### src/hdl/rar_pkg.sv
// types and constants shared by the rational arithmetic reduction core
// depends on nothing; imported by rar_control, rar_datapath and the top level
`timescale 1ns / 1ps
package rar_pkg;

   typedef enum logic [1:0] {
      OP_ADD = 2'd0,
      OP_SUB = 2'd1,
      OP_MUL = 2'd2,
      OP_DIV = 2'd3
   } op_type;

   typedef enum logic [1:0] {
      ST_ZERO    = 2'd0,
      ST_UNDEF   = 2'd1,
      ST_ONE     = 2'd2,
      ST_GENERAL = 2'd3
   } status_type;

   typedef enum logic [3:0] {
      UOP_NONE,
      UOP_LOAD,
      UOP_GCD_INIT,
      UOP_GCD_STEP,
      UOP_GCD_STORE,
      UOP_DIV_INIT,
      UOP_DIV_STEP,
      UOP_DIV_STORE,
      UOP_MUL,
      UOP_COMBINE,
      UOP_EMIT
   } uop_type;

   // operand selectors for the gcd unit, the divider and the multiplier
   typedef enum logic [3:0] {
      SEL_NONE,
      SEL_DEN,
      SEL_MAG,
      SEL_MA,
      SEL_MB,
      SEL_P,
      SEL_Q,
      SEL_L,
      SEL_SA,
      SEL_SB,
      SEL_PM,
      SEL_QM
   } sel_type;

   typedef struct packed {
      uop_type uop;
      sel_type sel;
   } cmd_type;

   typedef struct packed {
      logic den_zero;
      logic add_sub;
      logic p_zero;
      logic q_zero;
      logic gcd_done;
      logic div_last;
      logic out_busy;
   } sts_type;

   typedef enum logic [4:0] {
      S_IDLE,
      S_ROUTE,
      S_GCD1_INIT,
      S_GCD1,
      S_DIV_INIT,
      S_DIV,
      S_DIV_ST,
      S_MUL_L,
      S_MUL_SA,
      S_MUL_SB,
      S_COMBINE,
      S_MUL_P,
      S_MUL_Q,
      S_CHECK,
      S_GCD2_INIT,
      S_GCD2,
      S_EMIT
   } state_type;

endpackage

### src/hdl/rational_arith_reduce_core.sv
// rational arithmetic with gcd reduction: top level, stream ports and packing
// depends on rar_pkg, rar_control and rar_datapath
`timescale 1ns / 1ps
// usage
// - req channel carries one operation on two fractions; rsp channel returns one
//   reduced, classed result per request transfer, in order
// - one request at a time: req_tready is high only while the sequencer is idle
// - work per request, with W = 2*OPERAND_BITS:
//   zero denominator: straight to the result register
//   multiply / divide: two products, a gcd run and two divider passes; a zero
//   result or zero result denominator skips the gcd and the divider
//   add / subtract: a denominator gcd run, two divider passes, three products
//   and a combine, then a gcd run and two divider passes on the result
//   gcd runs are binary gcd; the W-bit serial divider and gcd unit set the rate
// - reset clears the sequencer and the result valid flag; no clearing pass
// - a stalled receiver holds the result in the output register; the next
//   request is taken and worked on meanwhile, and waits before its own result
//   until the earlier transfer completes
module rational_arith_reduce_core #(
   parameter int OPERAND_BITS = 16
) (
   input  logic                 clock,
   input  logic                 reset,
   input  logic                 req_tvalid,
   output logic                 req_tready,
   // op, a_num, a_den, b_num, b_den from the lowest bit up, zero padded to bytes
   input  logic [((4*OPERAND_BITS+7)/8)*8-1:0] req_tdata,
   output logic                 rsp_tvalid,
   input  logic                 rsp_tready,
   // res_num, res_den, status, equal_flag from the lowest bit up, zero padded
   output logic [71:0]          rsp_tdata
);
   import rar_pkg::*;

   localparam int N = OPERAND_BITS;

   cmd_type            cmd;
   sts_type            sts;
   logic signed [31:0] res_num, res_den;
   logic [1:0]         res_status;
   logic               res_equal;

   // request field unpacking
   logic [1:0]          op;
   logic signed [N-1:0] a_num, b_num;
   logic [N-2:0]        a_den, b_den;

   assign op    = req_tdata[1:0];
   assign a_num = req_tdata[N+1:2];
   assign a_den = req_tdata[2*N:N+2];
   assign b_num = req_tdata[3*N:2*N+1];
   assign b_den = req_tdata[4*N-1:3*N+1];

   rar_control u_control (
      .clock     (clock),
      .reset     (reset),
      .req_valid (req_tvalid),
      .req_ready (req_tready),
      .cmd       (cmd),
      .sts       (sts)
   );

   rar_datapath #(
      .N (N)
   ) u_datapath (
      .clock      (clock),
      .reset      (reset),
      .in_op      (op),
      .in_a_num   (a_num),
      .in_a_den   (a_den),
      .in_b_num   (b_num),
      .in_b_den   (b_den),
      .cmd        (cmd),
      .sts        (sts),
      .res_num    (res_num),
      .res_den    (res_den),
      .res_status (res_status),
      .res_equal  (res_equal),
      .res_valid  (rsp_tvalid),
      .res_ready  (rsp_tready)
   );

   assign rsp_tdata = {5'b0, res_equal, res_status, res_den, res_num};

endmodule

### src/hdl/rar_control.sv
// sequencing state machine for the rational arithmetic reduction core
// depends on rar_pkg; drives rar_datapath through command and status structs
`timescale 1ns / 1ps
module rar_control (
   input  logic             clock,
   input  logic             reset,
   input  logic             req_valid,
   output logic             req_ready,
   output rar_pkg::cmd_type cmd,
   input  rar_pkg::sts_type sts
);
   import rar_pkg::*;

   state_type state_ff, state_in;
   sel_type   dsel_ff, dsel_in;

   always_ff @(posedge clock) begin
      if (reset) begin
         state_ff <= S_IDLE;
         dsel_ff  <= SEL_MA;
      end else begin
         state_ff <= state_in;
         dsel_ff  <= dsel_in;
      end
   end

   always_comb begin
      state_in  = state_ff;
      dsel_in   = dsel_ff;
      cmd.uop   = UOP_NONE;
      cmd.sel   = SEL_NONE;
      req_ready = 1'b0;
      unique case (state_ff)
         S_IDLE: begin
            req_ready = 1'b1;
            if (req_valid) begin
               cmd.uop  = UOP_LOAD;
               state_in = S_ROUTE;
            end
         end
         S_ROUTE: begin
            if (sts.den_zero) state_in = S_EMIT;
            else if (sts.add_sub) state_in = S_GCD1_INIT;
            else state_in = S_MUL_P;
         end
         S_GCD1_INIT: begin
            cmd.uop  = UOP_GCD_INIT;
            cmd.sel  = SEL_DEN;
            state_in = S_GCD1;
         end
         S_GCD1: begin
            if (sts.gcd_done) begin
               cmd.uop  = UOP_GCD_STORE;
               dsel_in  = SEL_MA;
               state_in = S_DIV_INIT;
            end else begin
               cmd.uop = UOP_GCD_STEP;
            end
         end
         S_DIV_INIT: begin
            cmd.uop  = UOP_DIV_INIT;
            cmd.sel  = dsel_ff;
            state_in = S_DIV;
         end
         S_DIV: begin
            cmd.uop = UOP_DIV_STEP;
            if (sts.div_last) state_in = S_DIV_ST;
         end
         S_DIV_ST: begin
            cmd.uop = UOP_DIV_STORE;
            cmd.sel = dsel_ff;
            case (dsel_ff)
               SEL_MA: begin
                  dsel_in  = SEL_MB;
                  state_in = S_DIV_INIT;
               end
               SEL_MB: state_in = S_MUL_L;
               SEL_P: begin
                  dsel_in  = SEL_Q;
                  state_in = S_DIV_INIT;
               end
               default: state_in = S_EMIT;
            endcase
         end
         S_MUL_L: begin
            cmd.uop  = UOP_MUL;
            cmd.sel  = SEL_L;
            state_in = S_MUL_SA;
         end
         S_MUL_SA: begin
            cmd.uop  = UOP_MUL;
            cmd.sel  = SEL_SA;
            state_in = S_MUL_SB;
         end
         S_MUL_SB: begin
            cmd.uop  = UOP_MUL;
            cmd.sel  = SEL_SB;
            state_in = S_COMBINE;
         end
         S_COMBINE: begin
            cmd.uop  = UOP_COMBINE;
            state_in = S_CHECK;
         end
         S_MUL_P: begin
            cmd.uop  = UOP_MUL;
            cmd.sel  = SEL_PM;
            state_in = S_MUL_Q;
         end
         S_MUL_Q: begin
            cmd.uop  = UOP_MUL;
            cmd.sel  = SEL_QM;
            state_in = S_CHECK;
         end
         S_CHECK: begin
            if (sts.p_zero || sts.q_zero) state_in = S_EMIT;
            else state_in = S_GCD2_INIT;
         end
         S_GCD2_INIT: begin
            cmd.uop  = UOP_GCD_INIT;
            cmd.sel  = SEL_MAG;
            state_in = S_GCD2;
         end
         S_GCD2: begin
            if (sts.gcd_done) begin
               cmd.uop  = UOP_GCD_STORE;
               dsel_in  = SEL_P;
               state_in = S_DIV_INIT;
            end else begin
               cmd.uop = UOP_GCD_STEP;
            end
         end
         S_EMIT: begin
            if (!sts.out_busy) begin
               cmd.uop  = UOP_EMIT;
               state_in = S_IDLE;
            end
         end
         default: state_in = S_IDLE;
      endcase
   end

endmodule

### src/hdl/rar_datapath.sv
// datapath: operand registers, shared multiplier, binary gcd unit, serial divider
// and result register; depends on rar_pkg, commanded by rar_control
`timescale 1ns / 1ps
module rar_datapath #(
   parameter int N = 16
) (
   input  logic                clock,
   input  logic                reset,
   input  logic [1:0]          in_op,
   input  logic signed [N-1:0] in_a_num,
   input  logic [N-2:0]        in_a_den,
   input  logic signed [N-1:0] in_b_num,
   input  logic [N-2:0]        in_b_den,
   input  rar_pkg::cmd_type    cmd,
   output rar_pkg::sts_type    sts,
   output logic signed [31:0]  res_num,
   output logic signed [31:0]  res_den,
   output logic [1:0]          res_status,
   output logic                res_equal,
   output logic                res_valid,
   input  logic                res_ready
);
   import rar_pkg::*;

   localparam int W  = 2 * N;
   localparam int CW = $clog2(W);
   localparam int KW = $clog2(W + 1);

   op_type             op_ff, op_in;
   logic signed [N-1:0] an_ff, an_in, bn_ff, bn_in, ad_ff, ad_in, bd_ff, bd_in;
   logic signed [N-1:0] ma_ff, ma_in, mb_ff, mb_in;
   logic               den_zero_ff, den_zero_in;
   logic signed [W-1:0] sa_ff, sa_in, sb_ff, sb_in, p_ff, p_in, q_ff, q_in;
   logic [W-1:0]       g_ff, g_in, gx_ff, gx_in, gy_ff, gy_in;
   logic [KW-1:0]      gk_ff, gk_in;
   logic [W-1:0]       dq_ff, dq_in, rem_ff, rem_in;
   logic [CW-1:0]      dcnt_ff, dcnt_in;
   logic signed [31:0] rn_ff, rn_in, rd_ff, rd_in;
   logic [1:0]         rs_ff, rs_in;
   logic               re_ff, re_in, rv_ff, rv_in;

   logic [W-1:0]        p_mag, q_mag, dividend;
   logic signed [N-1:0] mx, my;
   logic signed [W-1:0] mxe, mye, prod, quo_s;
   logic [W:0]          shifted, diff;
   logic signed [W+31:0] pe, qe;

   assign p_mag = p_ff[W-1] ? W'(-p_ff) : W'(p_ff);
   assign q_mag = q_ff[W-1] ? W'(-q_ff) : W'(q_ff);
   assign pe    = {{32{p_ff[W-1]}}, p_ff};
   assign qe    = {{32{q_ff[W-1]}}, q_ff};

   // multiplier operand selection
   always_comb begin
      mx = an_ff;
      my = bn_ff;
      case (cmd.sel)
         SEL_L: begin
            mx = mb_ff;
            my = bd_ff;
         end
         SEL_SA: begin
            mx = ma_ff;
            my = an_ff;
         end
         SEL_SB: begin
            mx = mb_ff;
            my = bn_ff;
         end
         SEL_PM: begin
            mx = an_ff;
            my = (op_ff == OP_MUL) ? bn_ff : bd_ff;
         end
         SEL_QM: begin
            mx = ad_ff;
            my = (op_ff == OP_MUL) ? bd_ff : bn_ff;
         end
         default: ;
      endcase
   end

   assign mxe  = {{N{mx[N-1]}}, mx};
   assign mye  = {{N{my[N-1]}}, my};
   assign prod = mxe * mye;

   always_comb begin
      case (cmd.sel)
         SEL_MA:  dividend = {{N{1'b0}}, bd_ff};
         SEL_MB:  dividend = {{N{1'b0}}, ad_ff};
         SEL_P:   dividend = p_mag;
         default: dividend = q_mag;
      endcase
   end

   assign shifted = {rem_ff, dq_ff[W-1]};
   assign diff    = shifted - {1'b0, g_ff};
   assign quo_s   = dq_ff;

   always_comb begin
      op_in       = op_ff;
      an_in       = an_ff;
      bn_in       = bn_ff;
      ad_in       = ad_ff;
      bd_in       = bd_ff;
      ma_in       = ma_ff;
      mb_in       = mb_ff;
      den_zero_in = den_zero_ff;
      sa_in       = sa_ff;
      sb_in       = sb_ff;
      p_in        = p_ff;
      q_in        = q_ff;
      g_in        = g_ff;
      gx_in       = gx_ff;
      gy_in       = gy_ff;
      gk_in       = gk_ff;
      dq_in       = dq_ff;
      rem_in      = rem_ff;
      dcnt_in     = dcnt_ff;
      rn_in       = rn_ff;
      rd_in       = rd_ff;
      rs_in       = rs_ff;
      re_in       = re_ff;
      rv_in       = rv_ff && !res_ready;
      unique case (cmd.uop)
         UOP_LOAD: begin
            op_in       = op_type'(in_op);
            an_in       = in_a_num;
            bn_in       = in_b_num;
            ad_in       = {1'b0, in_a_den};
            bd_in       = {1'b0, in_b_den};
            den_zero_in = (in_a_den == '0) || (in_b_den == '0);
         end
         UOP_GCD_INIT: begin
            gk_in = '0;
            if (cmd.sel == SEL_DEN) begin
               gx_in = {{N{1'b0}}, ad_ff};
               gy_in = {{N{1'b0}}, bd_ff};
            end else begin
               gx_in = p_mag;
               gy_in = q_mag;
            end
         end
         UOP_GCD_STEP: begin
            if (gx_ff != '0) begin
               if (!gx_ff[0] && !gy_ff[0]) begin
                  gx_in = gx_ff >> 1;
                  gy_in = gy_ff >> 1;
                  gk_in = gk_ff + 1'b1;
               end else if (!gx_ff[0]) begin
                  gx_in = gx_ff >> 1;
               end else if (!gy_ff[0]) begin
                  gy_in = gy_ff >> 1;
               end else if (gx_ff >= gy_ff) begin
                  gx_in = (gx_ff - gy_ff) >> 1;
               end else begin
                  gy_in = (gy_ff - gx_ff) >> 1;
               end
            end
         end
         UOP_GCD_STORE: g_in = gy_ff << gk_ff;
         UOP_DIV_INIT: begin
            dq_in   = dividend;
            rem_in  = '0;
            dcnt_in = '0;
         end
         UOP_DIV_STEP: begin
            dcnt_in = dcnt_ff + 1'b1;
            if (!diff[W]) begin
               rem_in = diff[W-1:0];
               dq_in  = {dq_ff[W-2:0], 1'b1};
            end else begin
               rem_in = shifted[W-1:0];
               dq_in  = {dq_ff[W-2:0], 1'b0};
            end
         end
         UOP_DIV_STORE: begin
            case (cmd.sel)
               SEL_MA:  ma_in = quo_s[N-1:0];
               SEL_MB:  mb_in = quo_s[N-1:0];
               SEL_P:   p_in  = p_ff[W-1] ? -quo_s : quo_s;
               default: q_in  = q_ff[W-1] ? -quo_s : quo_s;
            endcase
         end
         UOP_MUL: begin
            case (cmd.sel)
               SEL_SA:  sa_in = prod;
               SEL_SB:  sb_in = prod;
               SEL_PM:  p_in  = prod;
               default: q_in  = prod;
            endcase
         end
         UOP_COMBINE: p_in = (op_ff == OP_ADD) ? sa_ff + sb_ff : sa_ff - sb_ff;
         UOP_EMIT: begin
            rv_in = 1'b1;
            re_in = 1'b0;
            if (den_zero_ff) begin
               rn_in = '0;
               rd_in = '0;
               rs_in = ST_UNDEF;
            end else if (p_ff == '0) begin
               rn_in = '0;
               rd_in = 32'sd1;
               rs_in = ST_ZERO;
               re_in = (op_ff == OP_SUB);
            end else if (q_ff == '0) begin
               rn_in = '0;
               rd_in = '0;
               rs_in = ST_UNDEF;
            end else begin
               rn_in = pe[31:0];
               rd_in = qe[31:0];
               rs_in = (p_ff == W'(1) && q_ff == W'(1)) ? ST_ONE : ST_GENERAL;
            end
         end
         default: ;
      endcase
   end

   always_ff @(posedge clock) begin
      if (reset) begin
         rv_ff <= 1'b0;
      end else begin
         rv_ff <= rv_in;
      end
   end

   always_ff @(posedge clock) begin
      op_ff       <= op_in;
      an_ff       <= an_in;
      bn_ff       <= bn_in;
      ad_ff       <= ad_in;
      bd_ff       <= bd_in;
      ma_ff       <= ma_in;
      mb_ff       <= mb_in;
      den_zero_ff <= den_zero_in;
      sa_ff       <= sa_in;
      sb_ff       <= sb_in;
      p_ff        <= p_in;
      q_ff        <= q_in;
      g_ff        <= g_in;
      gx_ff       <= gx_in;
      gy_ff       <= gy_in;
      gk_ff       <= gk_in;
      dq_ff       <= dq_in;
      rem_ff      <= rem_in;
      dcnt_ff     <= dcnt_in;
      rn_ff       <= rn_in;
      rd_ff       <= rd_in;
      rs_ff       <= rs_in;
      re_ff       <= re_in;
   end

   assign sts.den_zero = den_zero_ff;
   assign sts.add_sub  = (op_ff == OP_ADD) || (op_ff == OP_SUB);
   assign sts.p_zero   = (p_ff == '0);
   assign sts.q_zero   = (q_ff == '0);
   assign sts.gcd_done = (gx_ff == '0);
   assign sts.div_last = (dcnt_ff == CW'(W - 1));
   assign sts.out_busy = rv_ff && !res_ready;

   assign res_num    = rn_ff;
   assign res_den    = rd_ff;
   assign res_status = rs_ff;
   assign res_equal  = re_ff;
   assign res_valid  = rv_ff;

endmodule

### config.mk
export PLATFORM = sky130hd
export DESIGN_NAME = rational_arith_reduce_core
export DESIGN_NICKNAME = d
export VERILOG_FILES = /design/src/hdl/rar_pkg.sv /design/src/hdl/rational_arith_reduce_core.sv /design/src/hdl/rar_control.sv /design/src/hdl/rar_datapath.sv
export SDC_FILE = /design/constraint.sdc
export NUM_CORES = 2
export LEC_CHECK = 0
export BUFFER_PORTS_ARGS = -buffer_cell sky130_fd_sc_hd__buf_2
export CAP_MARGIN = 40
export CORE_UTILIZATION = 40
export CTS_BUF_LIST = sky130_fd_sc_hd__clkbuf_16
export CTS_CLUSTER_SIZE = 40
export DETAILED_ROUTE_END_ITERATION = 7
export SYNTH_ARGS = -nofsm -noshare
export SYNTH_HDL_FRONTEND = slang
export SYNTH_SLANG_ARGS = --single-unit
### constraint.sdc
create_clock -name clock -period 21.5 [get_ports clock]
set_clock_uncertainty 0.1 [all_clocks]
set_input_delay 3.225 -clock clock [delete_from_list [all_inputs] [get_ports clock]]
set_output_delay 3.225 -clock clock [all_outputs]
set_load 0.005 [all_outputs]
Yosys cells after proc, flatten, opt, wreduce, memory -nomap -nowiden
Index checks and enable logic that the tools add are counted.
- bits in registers: 473
- muxes and demuxes: 63
- reductions and logical operators: 46
- bitwise gates (word level): 1
- order comparisons: 1
- add/subtract/negate cells: 10
- shift operators: 1
- eq/ne operators: 60
- multiply operators: 1
- operators with widths (kind ; count):
    two-way mux 32 bit ; 22
    case mux 32 bit (2 select lines) ; 5
    case mux 32 bit (3 select lines) ; 2
    logical NOT 32 bit ; 3
    negation 32 bit ; 3
    subtractor 32 bit ; 3
    case mux 5 bit (15 select lines) ; 1
    equality test 32 x 2 -> 1 bit, second input constant ; 2
    case mux 16 bit (4 select lines) ; 1
    case mux 16 bit (3 select lines) ; 1
    equality test 5 x 4 -> 1 bit, second input constant ; 8
    equality test 4 x 3 -> 1 bit, second input constant ; 9
    case mux 4 bit (9 select lines) ; 1
    subtractor 33 x 32 -> 33 bit ; 1
    adder 32 bit ; 1
    greater-or-equal comparator 32 bit ; 1
    multiplier 16 x 16 -> 32 bit ; 1
    two-way mux 16 bit ; 2
    case mux 4 bit (8 select lines) ; 1
    nonzero test 32 bit ; 1
    << shifter 32 x 6 -> 32 bit ; 1
    logical NOT 15 bit ; 2
    two-way mux 5 bit ; 6
    equality test 4 bit, second input constant ; 7
    other kinds (37) ; 98

Logic depth before layout (Yosys ltp)
- depth after elaboration: 9
- depth in mapped cells: 33
- gate-level depth less buffers: 31

Modules after synthesis
A second synthesis with hierarchy kept.
- cell total of the unflattened synthesis: 4261
- area, all modules: 41003.1 µm²
- by module, submodules not included (module ; times used ; area each (µm²) ; cells each):
    rar_datapath ; 1 ; 40019.6 ; 4115
    rar_control ; 1 ; 934.6 ; 139
    rational_arith_reduce_core ; 1 ; 48.8 ; 7

Worst setup path after synthesis
Ideal clock, no wire load.
- path type: register to register
- start: reg u_control.state_ff[3]
- end: reg u_datapath.q_ff[31] (data pin)
- clock period less this slack: 10750 ps
- data arrival time: 10391 ps
- slack: 10750 ps
- cell stages (with the launch flop): 27
- setup time: 260 ps
- cell sequence: dfxtp_1 > clkbuf_1 > nand2_1 > nor4_1 > nand2b_1 > buf_2 > nor2_1 > a221oi_1 > clkbuf_1 > nor2_1 > fa_1 > fa_1 > fa_1 > fa_1 > fa_1 > inv_1 > fa_1 > inv_1 > ha_1 > nand2_1 > nor3b_1 > a2111oi_0 > or2_2 > o211ai_1 > a31oi_1 > xor2_1 > mux2_2
- cells in the longest elaborated chain, start to end: 9
- ends and longest elaborated chain (item ; line ; RTL):
    from (decl) ; rar_control.sv:14 ; state_type state_ff, state_in;
    from (signal assigned) ; rar_control.sv:22 ; state_ff <= state_in;
    equality test 5 x 3 -> 1 bit ; rar_control.sv:33 ; unique case (state_ff)
    OR reduction 2 bit (no source line) ; - ;
    case mux 4 bit (8 select lines) (*) ; rar_control.sv:33 ;
    equality test 4 x 3 -> 1 bit / equality test 4 bit (equally long branches) ; rar_datapath.sv:57 ; case (cmd.sel)
    OR reduction 2 bit (no source line) ; - ;
    case mux 16 bit (3 select lines) ; rar_datapath.sv:57 ;
    multiplier 16 x 16 -> 32 bit (*) ; rar_datapath.sv:84 ; assign prod = mxe * mye;
    named net u_datapath.prod[31] ; rar_datapath.sv:44 ; logic signed [W-1:0] mxe, mye, prod, quo_s;
    two-way mux 32 bit (*) ; rar_datapath.sv:185 ; case (cmd.sel)
    case mux 32 bit (2 select lines) (*) ; rar_datapath.sv:124 ; unique case (cmd.uop)
    named net u_datapath.q_in[31] ; rar_datapath.sv:33 ; logic signed [W-1:0] sa_ff, sa_in, sb_ff, sb_in, p_ff, p_in, q_ff, q_in;
    to (signal assigned) ; rar_datapath.sv:239 ; q_ff <= q_in;
    to (decl) ; rar_datapath.sv:33 ;
The timed path passes the listed nets; every way through them passes the cells marked *. The select of a mux whose other input is x is not followed.
A chain may end at the register's enable or synchronous reset.

Worst setup path in the final report
- start: reg u_control.state_ff[0]
- end: reg u_datapath.p_ff[29] (data pin)
- cells in the longest elaborated chain, start to end: 9
- ends and longest elaborated chain (item ; line ; RTL):
    equality test 5 x 3 -> 1 bit ; rar_control.sv:33 ;
    OR reduction 2 bit (no source line) ; - ;
    case mux 4 bit (8 select lines) (*) ; rar_control.sv:33 ;
    equality test 4 x 3 -> 1 bit / equality test 4 bit (equally long branches) ; rar_datapath.sv:57 ;
    OR reduction 2 bit (no source line) ; - ;
    case mux 16 bit (3 select lines) ; rar_datapath.sv:57 ;
    multiplier 16 x 16 -> 32 bit (*) ; rar_datapath.sv:84 ;
    named net u_datapath.prod[29] ; rar_datapath.sv:44 ;
    two-way mux 32 bit (*) ; rar_datapath.sv:185 ;
    case mux 32 bit (3 select lines) (*) ; rar_datapath.sv:124 ;
    named net u_datapath.p_in[29] ; rar_datapath.sv:33 ;
    to (signal assigned) ; rar_datapath.sv:238 ; p_ff <= p_in;
    to (decl) ; rar_datapath.sv:33 ;
Marks and branches as above.

==> flow_summary.json <==
{
  "outcome": "finished clean",
  "synth_warnings": 0,
  "drt_iter0_drc": 2988,
  "start_util_pct": 40.4,
  "synth_edf_count": 463,
  "nFillCells": 9799,
  "die_x_um": 323,
  "vias": 32600,
  "cp-start-kind": "flop",
  "ff2ff_path_depth": 31,
  "syn_area_um2": 41100,
  "r2r_end": "u_datapath.p_ff[29]$_DFFE_PP_",
  "max_stage_delay_ns": 0.84,
  "cts_resized": 0,
  "area_growth_pct": 10.5,
  "grt_overflow": 0,
  "r2r_start": "u_control.state_ff[0]$_SDFFE_PP0P_",
  "seq_area_frac_synth_pct": 34.3,
  "drive_above_1_share_pct": 10.0,
  "rows": 117,
  "syn_area_per_cell_um2": 9.77,
  "path_max_fanout": 30,
  "port_buffers": 136,
  "wl_per_cell_um": 23.6,
  "final_cell_mix": "edfxtp_1, nor2_1, inv_1, nand2_1, fa_1",
  "grt_max_degree": 65,
  "cts_hold_buf": 0,
  "first_global_vias": 31600,
  "grt_most_used_layer": "met2",
  "finalCriticalPeriod_ns": 10.31,
  "path_common_cell": "fa_1",
  "cp.required_ns": 21.84,
  "maxCapViolCount": 0,
  "setup.worst_path.start": "u_control.state_ff[0]$_SDFFE_PP0P_",
  "synth_cell_types": 91,
  "hold_viol": 0,
  "root_buffer": "clkbuf_16",
  "finalSetupTns_ns": 0,
  "critPathKind": "flop to flop",
  "rsz0062_at_grt": "no",
  "final_common_cell": "edfxtp_1",
  "netlist_instances": 4208,
  "wirelength_um": 134000,
  "cp-endpoint": "u_datapath.p_ff[29]$_DFFE_PP_",
  "endpoint_kind": "flop",
  "insertion_delay_ns": 0.67,
  "h-tree-depth": 2,
  "cts_tree": "built",
  "crit_arrival_ns": 10.65,
  "fin_nets": 4819,
  "ys_async_sr_fraction_pct": 0,
  "antenna_found_initial": 6,
  "io_pins": 142,
  "slew_headroom_pct": 37.0,
  "core_area_um2": 102000,
  "cts_made_buffers": 56,
  "use_met1_pct": 33.7,
  "ys.flop_type": "edfxtp_1",
  "hold_path_class": "flop to flop",
  "grt_use_total_pct": 25.8,
  "worst_pin_slew_ns": 0.946,
  "cts_setup_buffers": 0,
  "grt_pass1_wl_um": 201000,
  "path_clk_slew_ns": 0.07,
  "setup_viol": 0,
  "slew_violations": 0,
  "fmax_ghz": 0.0970,
  "drc": 0,
  "ys_ff_latch": 472,
  "die-area_um2": 104000,
  "clock_path_buffers": 3,
  "postRouteAntennaNets": 0,
  "cp_slowest_cell": "dfxtp_1",
  "finalCritPeriodShare_pct": 48.0,
  "die_height_um": 323,
  "vias_per_cell": 5.74,
  "grt_use_met2_pct": 42.1,
  "ff2ff_setup_slack_ns": 11.19,
  "gp_congestion": 0.952,
  "clkSinkCount": 472,
  "hpwl_um": 106000,
  "dr.pass1.iters": 6,
  "met3_usage_pct": 4.03
}
-- layer usage --
| layer | routed length [µm] | up-vias | share of wire, % |
|---|---|---|---|
| li1 | - | 15000 | - |
| met1 | 55700 | 16200 | 41 |
| met2 | 63700 | 1166 | 47 |
| met3 | 8810 | 248 | 6.6 |
| met4 | 6080 | 4 | 4.5 |
| met5 | 27 | - | 0.020 |
-- how the worst min path moves through the flow --
stage	start	slack, ns	end	cells past startpoint
after floorplan	u_datapath.dq_ff[11]$_DFFE_PP_	0.34	u_datapath.ma_ff[11]$_DFFE_PP_	0
after global placement	u_datapath.res_valid$_SDFF_PP0_	0.40	u_datapath.res_valid$_SDFF_PP0_	2
after detailed placement	u_datapath.res_valid$_SDFF_PP0_	0.42	u_datapath.res_valid$_SDFF_PP0_	2
after CTS	u_datapath.res_valid$_SDFF_PP0_	0.43	u_datapath.res_valid$_SDFF_PP0_	2
after global routing	u_datapath.res_valid$_SDFF_PP0_	0.47	u_datapath.res_valid$_SDFF_PP0_	2
final	u_datapath.res_valid$_SDFF_PP0_	0.43	u_datapath.res_valid$_SDFF_PP0_	2
-- metrics by stage --
step	setup WS (ns)	area [µm²]	cells	hold slack (ns)	util (%)
CTS	11.27	45400	5682	0.429	44.6
detailed placement	11.30	43400	5577	0.417	42.6
global placement	11.33	43200	5568	0.403	42.5
global route	10.66	45400	5682	0.467	44.6
floorplan	10.75	41100	4212	0.343	-
finish	11.19	45400	5684	0.426	44.6
-- worst max-delay path: cells and delay by family (launching register included) --
family | cells | cell delay, ns
flip-flops | 1 | 0.84
adder cells (fa/ha/maj) | 7 | 3.35
XOR/XNOR | 2 | 0.48
buffers and inverters | 6 | 0.79
AO/OA/AOI/OAI | 7 | 2.56
AND/OR/NAND/NOR | 9 | 1.94
-- logic make-up (layout without fill, tap and decap cells) --
family | Yosys count | count (layout) | synth area share [%]
AOI/OAI and AO/OA | 929 | 929 | 15.4
xor gates and xnor gates | 281 | 281 | 6.01
adders and majority gates | 484 | 484 | 19.6
buffers and inverters | 631 | 733 | 5.90
DFF | 472 | 472 | 34.3
muxes | 135 | 135 | 4.03
other | 1 | 7 | 0.00913
and+or+nand+nor | 1275 | 1275 | 14.8
-- final cells by class --
class / count / area, µm² / share of cell area (%)
Multi-Input combinational cell: 3109 / 24700 / 54.4
Sequential cell: 472 / 14100 / 31.0
Tap cell: 1368 / 1710 / 3.77
Inverter: 420 / 1580 / 3.47
Clock buffer: 56 / 1400 / 3.09
Timing Repair Buffer: 208 / 1270 / 2.79
Clock inverter: 49 / 632 / 1.39
Antenna cell: 2 / 5.00 / 0.0110
-- synthesized netlist by cell type (48+ instances only) --
master | number | share of area, %
edfxtp_1 | 463 | 34
nand3_1 | 59 | 0.72
and2_1 | 86 | 1.3
fa_1 | 266 | 13
xnor2_1 | 131 | 2.8
a21oi_1 | 201 | 2.4
ha_1 | 218 | 6.6
mux2i_1 | 98 | 2.4
inv_1 | 420 | 3.8
o21ai_0 | 185 | 2.3
clkbuf_1 | 162 | 1.5
o21a_1 | 48 | 0.88
o221ai_1 | 59 | 1.3
nand2_1 | 317 | 2.9
a21o_1 | 86 | 1.6
nor3_1 | 57 | 0.69
a211oi_1 | 53 | 0.97
xor2_1 | 149 | 3.2
nor2_1 | 452 | 4.1
Power is not shown: default switching activity piles up to over one toggle a cycle in this logic, so the estimate is an artifact.
